## src/rtl/core/frsq_pkg.sv

```systemverilog
// Shared types and constants of the binary16 reciprocal square root block.
`default_nettype none
package frsq_pkg;

    localparam logic [15:0] QNAN_BITS = 16'h7E00;
    localparam logic [15:0] PINF_BITS = 16'h7C00;
    localparam logic [15:0] NINF_BITS = 16'hFC00;
    localparam logic [15:0] ZERO_BITS = 16'h0000;

    // Root digits: 2^18 / sqrt(m) lies in (2^12, 2^13].
    localparam int Z_BITS = 14;
    localparam logic [36:0] ROOT_ONE = 37'h10_0000_0000;

    localparam int QUEUE_DEPTH = 2;

    localparam logic [1:0] RM_NEAREST = 2'd0;
    localparam logic [1:0] RM_ZERO    = 2'd1;
    localparam logic [1:0] RM_UP      = 2'd2;
    localparam logic [1:0] RM_DOWN    = 2'd3;

    typedef struct packed {
        logic        special;
        logic [15:0] sp_result;
        logic        inv;
        logic        dz;
        logic [11:0] m;
        logic [4:0]  ebase;
    } frsq_item_t;

    typedef struct packed {
        frsq_item_t        item;
        logic [Z_BITS-1:0] z;
        logic [25:0]       a;
        logic [36:0]       r;
    } frsq_stage_t;

    // One root digit: try bit b, keep residual r = 2^36 - z^2*m and a = z*m.
    function automatic frsq_stage_t frsq_step(frsq_stage_t s, logic [3:0] b);
        logic [39:0] mb;
        logic [39:0] t;
        frsq_stage_t o;
        mb = 40'(s.item.m) << b;
        t  = ((40'(s.a) << 1) + mb) << b;
        o  = s;
        if (40'(s.r) >= t)
        begin
            o.r = 37'(40'(s.r) - t);
            o.z = s.z | (Z_BITS'(1) << b);
            o.a = s.a + 26'(mb);
        end
        return o;
    endfunction

endpackage
`default_nettype wire

```

## src/rtl/core/frsq_front.sv

```systemverilog
// Front end: classify the operand and normalize its significand.
`default_nettype none
module frsq_front
    import frsq_pkg::*;
(
    input  wire logic [15:0] x_bits,
    output frsq_item_t       item
);

    logic              sign;
    logic [4:0]        ex;
    logic [9:0]        fr;
    logic [3:0]        msb;
    logic [3:0]        n;
    logic [10:0]       m11;
    logic signed [6:0] kk;
    logic signed [6:0] ke;
    logic signed [6:0] eb;

    always_comb
    begin
        sign = x_bits[15];
        ex   = x_bits[14:10];
        fr   = x_bits[9:0];

        msb = 4'd0;
        for (int i = 0; i < 10; i++)
        begin
            if (fr[i])
            begin
                msb = 4'(i);
            end
        end
        n = 4'd10 - msb;

        if (ex == 5'd0)
        begin
            m11 = 11'(fr) << n;
            kk  = -7'sd24 - $signed({3'b000, n});
        end
        else
        begin
            m11 = {1'b1, fr};
            kk  = $signed({2'b00, ex}) - 7'sd25;
        end

        // Make the exponent even.
        if (kk[0])
        begin
            item.m = {m11, 1'b0};
            ke     = kk - 7'sd1;
        end
        else
        begin
            item.m = {1'b0, m11};
            ke     = kk;
        end
        eb         = 7'sd9 - (ke >>> 1);
        item.ebase = eb[4:0];

        item.special   = 1'b1;
        item.inv       = 1'b0;
        item.dz        = 1'b0;
        item.sp_result = QNAN_BITS;
        if (ex == 5'd31 && fr != 10'd0)
        begin
            item.inv = ~fr[9];
        end
        else if (ex == 5'd0 && fr == 10'd0)
        begin
            item.sp_result = sign ? NINF_BITS : PINF_BITS;
            item.dz        = 1'b1;
        end
        else if (sign)
        begin
            item.inv = 1'b1;
        end
        else if (ex == 5'd31)
        begin
            item.sp_result = ZERO_BITS;
        end
        else
        begin
            item.special = 1'b0;
        end
    end

endmodule
`default_nettype wire

```

## src/rtl/core/frsq_queue.sv

```systemverilog
// Two-entry item queue between the front end and the root pipeline.
`default_nettype none
module frsq_queue
    import frsq_pkg::*;
(
    input  wire logic       clk,
    input  wire logic       rst_n,
    input  wire logic       push,
    input  frsq_item_t      push_item,
    output logic            full,
    input  wire logic       pop,
    output logic            not_empty,
    output frsq_item_t      head
);

    localparam int PTR_W = $clog2(QUEUE_DEPTH);

    frsq_item_t       entry_reg [QUEUE_DEPTH];
    logic [PTR_W-1:0] wr_ptr_reg;
    logic [PTR_W-1:0] rd_ptr_reg;
    logic [PTR_W:0]   count_reg;
    logic [PTR_W:0]   count_next;

    assign full      = (count_reg == (PTR_W+1)'(QUEUE_DEPTH));
    assign not_empty = (count_reg != '0);
    assign head      = entry_reg[rd_ptr_reg];

    always_comb
    begin
        count_next = count_reg + (PTR_W+1)'(push) - (PTR_W+1)'(pop);
    end

    always_ff @(posedge clk or negedge rst_n)
    begin
        if (!rst_n)
        begin
            wr_ptr_reg <= '0;
            rd_ptr_reg <= '0;
            count_reg  <= '0;
        end
        else
        begin
            if (push)
            begin
                wr_ptr_reg <= (wr_ptr_reg == PTR_W'(QUEUE_DEPTH-1)) ? '0 : wr_ptr_reg + 1'b1;
            end
            if (pop)
            begin
                rd_ptr_reg <= (rd_ptr_reg == PTR_W'(QUEUE_DEPTH-1)) ? '0 : rd_ptr_reg + 1'b1;
            end
            count_reg <= count_next;
        end
    end

    always_ff @(posedge clk)
    begin
        if (push)
        begin
            entry_reg[wr_ptr_reg] <= push_item;
        end
    end

    a_no_overflow: assert property (@(posedge clk) disable iff (!rst_n) !(push && full))
        else $error("queue push while full");
    a_no_underflow: assert property (@(posedge clk) disable iff (!rst_n) !(pop && !not_empty))
        else $error("queue pop while empty");
    a_count: assert property (@(posedge clk) disable iff (!rst_n)
        1'b1 |=> count_reg == $past(count_reg) + (PTR_W+1)'($past(push)) - (PTR_W+1)'($past(pop)))
        else $error("queue count out of step");

endmodule
`default_nettype wire

```

## src/rtl/core/frsq_back.sv

```systemverilog
// Back end: digit-by-digit root pipeline, final rounding and output register.
`default_nettype none
module frsq_back
    import frsq_pkg::*;
(
    input  wire logic        clk,
    input  wire logic        rst_n,
    input  wire logic [1:0]  mode,
    input  wire logic        q_not_empty,
    input  frsq_item_t       q_head,
    output logic             q_pop,
    output logic             out_valid,
    input  wire logic        out_ready,
    output logic [15:0]      result_bits,
    output logic             invalid_flag,
    output logic             div_by_zero_flag
);

    frsq_stage_t stage_reg [Z_BITS];
    logic        valid_reg [Z_BITS];
    frsq_stage_t init;
    logic        advance;

    logic        out_valid_reg;
    logic [15:0] result_reg;
    logic        inv_reg;
    logic        dz_reg;

    frsq_stage_t last;
    logic [10:0] sig;
    logic        rb;
    logic        st;
    logic        up;
    logic [11:0] sum;
    logic [4:0]  e;
    logic [15:0] res_next;

    assign advance = !out_valid_reg || out_ready;
    assign q_pop   = advance && q_not_empty;

    always_comb
    begin
        init.item = q_head;
        init.z    = '0;
        init.a    = '0;
        init.r    = ROOT_ONE;
    end

    always_ff @(posedge clk or negedge rst_n)
    begin
        if (!rst_n)
        begin
            valid_reg[0] <= 1'b0;
        end
        else if (advance)
        begin
            valid_reg[0] <= q_not_empty;
        end
    end

    always_ff @(posedge clk)
    begin
        if (advance)
        begin
            stage_reg[0] <= frsq_step(init, 4'(Z_BITS-1));
        end
    end

    for (genvar j = 1; j < Z_BITS; j++)
    begin : g_stage
        always_ff @(posedge clk or negedge rst_n)
        begin
            if (!rst_n)
            begin
                valid_reg[j] <= 1'b0;
            end
            else if (advance)
            begin
                valid_reg[j] <= valid_reg[j-1];
            end
        end

        always_ff @(posedge clk)
        begin
            if (advance)
            begin
                stage_reg[j] <= frsq_step(stage_reg[j-1], 4'(Z_BITS-1-j));
            end
        end
    end

    // Round once: 11 significand bits, one round bit, sticky from the rest.
    always_comb
    begin
        last = stage_reg[Z_BITS-1];
        sig  = last.z[12:2];
        rb   = last.z[1];
        st   = last.z[0] | (last.r != '0);
        case (mode)
            RM_NEAREST: up = rb && (st || sig[0]);
            RM_UP:      up = rb || st;
            RM_ZERO:    up = 1'b0;
            RM_DOWN:    up = 1'b0;
            default:    up = 1'b0;
        endcase
        sum = {1'b0, sig} + 12'(up);
        if (last.z[13] || sum[11])
        begin
            e        = last.item.ebase + 5'd1;
            res_next = {1'b0, e, 10'd0};
        end
        else
        begin
            e        = last.item.ebase;
            res_next = {1'b0, e, sum[9:0]};
        end
        if (last.item.special)
        begin
            res_next = last.item.sp_result;
        end
    end

    always_ff @(posedge clk or negedge rst_n)
    begin
        if (!rst_n)
        begin
            out_valid_reg <= 1'b0;
        end
        else if (advance)
        begin
            out_valid_reg <= valid_reg[Z_BITS-1];
        end
    end

    always_ff @(posedge clk)
    begin
        if (advance)
        begin
            result_reg <= res_next;
            inv_reg    <= last.item.inv;
            dz_reg     <= last.item.dz;
        end
    end

    assign out_valid        = out_valid_reg;
    assign result_bits      = result_reg;
    assign invalid_flag     = inv_reg;
    assign div_by_zero_flag = dz_reg;

endmodule
`default_nettype wire

```

## src/rtl/core/fp16_reciprocal_sqrt.sv

```systemverilog
// Top level of the binary16 reciprocal square root unit.
// fp16_reciprocal_sqrt returns 1/sqrt(x) for one binary16 operand per item,
// correctly rounded once in the mode held in the configuration register
// (0 nearest-even, 1 toward zero, 2 toward plus infinity, 3 toward minus
// infinity; reset 0). Subnormal operands are supported. Zero gives an
// infinity of the same sign with the divide-by-zero flag, +inf gives +0,
// NaNs and negative nonzero operands give the quiet NaN 0x7E00, with the
// invalid flag for signaling NaNs and negative operands. The unit takes one
// item per cycle while the output is not stalled: the front end classifies
// and normalizes in the accepting cycle, a two-entry queue decouples it from
// a 14-stage root pipeline that retires one root bit per stage, and one
// output register follows rounding. The rate is set by the root pipeline,
// which advances whenever the output register is empty or being taken.
// Write the rounding mode only while idle.
`default_nettype none
module fp16_reciprocal_sqrt
    import frsq_pkg::*;
(
    input  wire logic        clk,
    input  wire logic        rst_n,
    input  wire logic        cfg_valid,
    output logic             cfg_ready,
    input  wire logic [1:0]  cfg_data,
    input  wire logic        in_valid,
    output logic             in_ready,
    input  wire logic [15:0] x_bits,
    output logic             out_valid,
    input  wire logic        out_ready,
    output logic [15:0]      result_bits,
    output logic             invalid_flag,
    output logic             div_by_zero_flag
);

    logic [1:0]  mode_reg;
    frsq_item_t  front_item;
    frsq_item_t  q_head;
    logic        q_full;
    logic        q_not_empty;
    logic        q_pop;

    // The mode register always takes a write.
    assign cfg_ready = 1'b1;

    always_ff @(posedge clk or negedge rst_n)
    begin
        if (!rst_n)
        begin
            mode_reg <= RM_NEAREST;
        end
        else if (cfg_valid)
        begin
            mode_reg <= cfg_data;
        end
    end

    // Accept an item whenever the queue has room.
    assign in_ready = !q_full;

    frsq_front u_front (
        .x_bits (x_bits),
        .item   (front_item)
    );

    frsq_queue u_queue (
        .clk       (clk),
        .rst_n     (rst_n),
        .push      (in_valid && in_ready),
        .push_item (front_item),
        .full      (q_full),
        .pop       (q_pop),
        .not_empty (q_not_empty),
        .head      (q_head)
    );

    frsq_back u_back (
        .clk              (clk),
        .rst_n            (rst_n),
        .mode             (mode_reg),
        .q_not_empty      (q_not_empty),
        .q_head           (q_head),
        .q_pop            (q_pop),
        .out_valid        (out_valid),
        .out_ready        (out_ready),
        .result_bits      (result_bits),
        .invalid_flag     (invalid_flag),
        .div_by_zero_flag (div_by_zero_flag)
    );

endmodule
`default_nettype wire
```

## config.mk

```make
export PLATFORM = sky130hd
export DESIGN_NAME = fp16_reciprocal_sqrt
export DESIGN_NICKNAME = d
export VERILOG_FILES = /design/src/rtl/core/frsq_pkg.sv /design/src/rtl/core/frsq_front.sv /design/src/rtl/core/frsq_queue.sv /design/src/rtl/core/frsq_back.sv /design/src/rtl/core/fp16_reciprocal_sqrt.sv
export SDC_FILE = /design/constraint.sdc
export NUM_CORES = 2
export LEC_CHECK = 0
export ABC_AREA = 1
export BUFFER_PORTS_ARGS = -buffer_cell sky130_fd_sc_hd__buf_4
export CAP_MARGIN = 40
export CORE_AREA = 2 2 347 349
export CTS_BUF_LIST = sky130_fd_sc_hd__clkbuf_4
export CTS_CLUSTER_DIAMETER = 120
export DETAILED_ROUTE_END_ITERATION = 10
export DIE_AREA = 0 0 349 351
export HOLD_SLACK_MARGIN = 0.06
export PLACE_DENSITY = 0.79
export RECOVER_POWER = 100
export SLEW_MARGIN = 0
export SYNTH_ARGS = -nofsm -noshare
export SYNTH_HDL_FRONTEND = slang
export SYNTH_SLANG_ARGS = --single-unit
```

## constraint.sdc

```tcl
create_clock -name clk -period 29.1 [get_ports clk]
set_clock_uncertainty 0.15 [all_clocks]
set_input_delay 2.91 -clock clk [delete_from_list [all_inputs] [get_ports clk]]
set_output_delay 2.91 -clock clk [all_outputs]
set_load 0.05 [all_outputs]
```

Word level (Yosys, flattened, before mapping) --
Memories as Yosys holds them, arrays and structs flattened. Index checks and enable logic that the tools add are counted.
Cells by class: bitwise logic cells 2, $lt $le $gt $ge 14, equal/unequal tests 5, reductions and logical operators 18, mux-type cells 62, add/subtract/negate cells 51, shift-type cells 1
Operators by type and width (number):
- two-way mux 77 bit | 15
- subtractor 37 bit | 13
- >= comparator 37 x 40 -> 1 bit | 11
- two-way mux 76 bit | 1
- two-way mux 75 bit | 1
- two-way mux 74 bit | 1
- two-way mux 73 bit | 1
- two-way mux 72 bit | 1
- two-way mux 71 bit | 1
- two-way mux 70 bit | 1
- two-way mux 69 bit | 1
- two-way mux 68 bit | 1
- two-way mux 67 bit | 1
- two-way mux 66 bit | 1
- two-way mux 65 bit | 1
- two-way mux 64 bit | 1
- two-way mux 16 bit | 3
- >= comparator 37 x 39 -> 1 bit | 1
- >= comparator 37 x 38 -> 1 bit | 1
- >= comparator 37 x 38 -> 1 bit, first input constant | 1
- nonzero test 37 bit | 1
- subtractor 37 bit, first input constant | 1
- two-way mux 17 bit | 2
- two-way mux 4 bit | 8
- 57 further kinds | 83
Word-level totals: memory bits (writable) 1654, memories 2, output and inout port bits 21, input port bits 23, bits in registers 39
Memories:
- u_back.stage_reg | words 14, width 113, rd ports 14, clocked after memory_dff 0, write ports 14, line frsq_back.sv:19 | frsq_stage_t stage_reg [Z_BITS];
- u_queue.entry_reg | words 2, width 36, rd ports 1, clocked after memory_dff 0, write ports 1, line frsq_queue.sv:18 | frsq_item_t entry_reg [QUEUE_DEPTH];

Depth between registers and ports, before layout --
depth after elaboration 15, gate-level depth with buffers 27

Cells and area by module --
A second synthesis with hierarchy kept.
Unflattened totals: cells, all modules 10370, area total of the unflattened synthesis 84512.3 um2
By module, submodules not included:
- frsq_back | instances 1, cells an instance 9897, area each 80111.8 um2
- frsq_queue | instances 1, cells an instance 213, area each 3022.9 um2
- frsq_front | instances 1, cells an instance 246, area each 1278.7 um2
- fp16_reciprocal_sqrt | instances 1, cells an instance 14, area each 98.8 um2

Worst setup path before layout --
No wires, ideal clock.
path kind input port to flip-flop, start input out_ready, end register u_back.dz_reg (netlist: u_back.div_by_zero_flag) (enable), data arrival time 30142 ps, setup time 1756 ps, slack -2947 ps, stages 3, data required time 27194 ps, path through nor2_1 > inv_1 > buf_1
Between the ends: cells in the longest elaborated chain, start to end 1
Ends and longest elaborated chain:
- from (decl) | line fp16_reciprocal_sqrt.sv:28 | input wire logic out_ready,
- logical OR 1 bit | line frsq_back.sv:38 | assign advance = !out_valid_reg || out_ready;
- via u_back.advance | line frsq_back.sv:22 | logic advance;
- to (signal assigned) | line frsq_back.sv:141 | dz_reg <= last.item.dz;
- to (decl) | line frsq_back.sv:27 | logic dz_reg;
The timed path passes the listed nets, and every way through them passes these cells. A chain may end at the register's enable or synchronous reset.

==> metrics.txt <==
most frequent cell after synthesis nand2_1; clock slew at reported path FFs 0.07 ns; global-route wire length before repair 305 mm; endpoints failing setup 0; routed vias 58,100; initial core utilization 59.6%; hold buffers post-CTS 0; failing checks max-capacitance violations, max-slew violations; drt wl/cell 19.5 um; GR peak layer met2; max reg flops just under 1,000; Die Ht 351 um; layout cells sized above 1 6.25%; # fillers just over 10,000; Final nets 8,951; Setup TNS 0 ns; final hold violations 0; initial detailed-routing violation count 4,902; startpoint type of the worst setup path input port; Core ar. 119,000 um2; Post-Route WL 197 mm; vias per cell 5.75; multi-input logic area approximately 35,000 um2; row count ~130; total global-route track usage 32.0%; Post-synth EDFFs between 1,000 and 1,500; die width 349 um; RSZ-0062 raised after global routing false; TritonCTS Buffers 295; drt pass-1 iters 8; Syn. warnings 0; TritonCTS clock tree built; top cells by count, synth nand2_1, edfxtp_1, inv_1; pin count of the biggest net entering global routing approximately 190; vias in the first global route 55,800; Seq cells post-synth 1,069; Detail Route Antenna Nets 0; post-synth top area share 44.4%; synthesized area per cell 8.75 um2; post-CTS setup buffers 0; Max FO, Critical Path 133; outcome finished with violations; max-cap viol count 23; Max Slew Vio Count between 1,000 and 1,500; initial antenna violation count 4; Req. time, crit path 29.82 ns; Clock Path Buffers 4; Worst Hold Class flip-flop to flip-flop; CTS resizes 0; GR Overflow Total 0; I/O pins between 40 and 50; syn_nets ~8,700; relative slew slack -488%; Reg area approximately 32,000 um2; H-Tree Depth 5; GPL Wtd Cong 0.983; die area between 100,000 and 150,000 um2; synthesized instance count about 8,100; register-to-register path setup slack around 14 ns; M1 GR Usage 41.3%; Critical Setup Path Class input port to flip-flop; met2 Usage GRT roughly 53%; clock root buffer clkbuf_4; Arrival @ worst endpoint 16.88 ns; Seq/Total Area, Yosys 45.1%; dominant cells by area after synthesis edfxtp_1, nand2_1, ha_1; Cell variety after synth 70; dpl hpwl 154 mm; Synth async-reset ratio 1.96%; met3 GRT Util 5.50%; DRC viols 0; Worst Setup End Kind flip-flop; actual slew at the worst max-slew pin around 8.8 ns; fin crit share 55.5%; Main synth FF type edfxtp_1; Synth Cell Area 70,900 um2; Syn-to-layout area delta 7.24%; worst skew pair latency 1.28 ns; fin crit period 16.16 ns; largest area contributor in the netlist edfxtp_1; fmax 0.0619 GHz; IO buf count 42; clock sink count 1,069
## per-layer routing
layer,part of all wire [%],wire length (um)
met1,42,82700
met2,47,92500
met3,6.7,13300
met4,4.4,8640
met5,0.014,27
## worst max-delay path, stage by stage
cell and delay [ns]:
clkbuf_1 0.19, nor2_1 0.08, clkbuf_1 0.30, clkinvlp_2 0.25, clkbuf_1 4.98, clkbuf_1 1.40
clkbuf_1 1.84, clkbuf_1 2.33, buf_4 0.93, clkbuf_1 1.02, buf_16 0.34
## final cells by class
cell class                 count  share of cell area [%]
tap                         1548                    2.55
timing repair buffer          79                   0.541
clock buffer                 403                    3.98
antenna                        9                  0.0296
inverter                     883                    4.36
multi-input combinational   6039                    45.9
sequential                  1069                    42.1
clock inverter                86                   0.564
## worst paths after layout
path / start / endpoint / depth (start not counted)
worst min-delay path: u_back.stage_reg[0][417] / u_back.stage_reg[0][530] / 0
worst max register to register: u_back.out_valid / u_back.stage_reg[0][707] / 11
max in group asynchronous: rst_n / u_back.valid_reg[1] / 1
min in group asynchronous: rst_n / u_queue.wr_ptr_reg / 1
worst min register to register: u_back.stage_reg[0][417] / u_back.stage_reg[0][530] / 0
worst max-delay path: out_ready / u_back.stage_reg[0][707] / 11
## metrics by stage
step / worst slack, ns / util [%] / hold WS [ns] / instances / area (um2)
2_1_floorplan: 0.427 / - / 0.250 / 8108 / 70900
3_3_place_gp: 21.25 / 61.1 / 0.250 / 9607 / 72800
3_5_place_dp: 21.54 / 61.3 / 0.255 / 9618 / 73000
4_1_cts: 22.87 / 64.2 / 0.173 / 10100 / 76500
5_1_grt: 11.72 / 63.9 / 0.190 / 10100 / 76100
6_report: 12.94 / 63.9 / 0.183 / 10100 / 76100
## layout by cell type, fill, tap and decap left out, types with 64 or more instances in the layout
cell type,synthesis,layout
a21oi_1,550,551
a31oi_1,64,64
clkbuf_4,0,403
edfxtp_1,1048,1048
ha_1,536,536
inv_1,868,877
nand2_1,1992,1998
nand3_1,407,407
nand4_1,87,87
nor2_1,612,613
nor3_1,112,113
o21ai_0,558,605
xnor2_1,239,239
xor2_1,386,386
## logic make-up (layout without fill, tap and decap cells)
family	after synthesis	count (layout)	share of synthesized area, %
AOI/OAI and AO/OA	1498	1498	11.8
xor gates and xnor gates	629	629	7.81
adders and majority gates	561	561	10.2
buffers and inverters	1000	1451	5.56
DFF	1069	1069	45.1
muxes	2	2	0.0300
other	2	11	0.0106
and+or+nand+nor	3347	3347	19.5
Power is not shown: default switching activity piles up to over one toggle a cycle in this logic, so the estimate is an artifact.
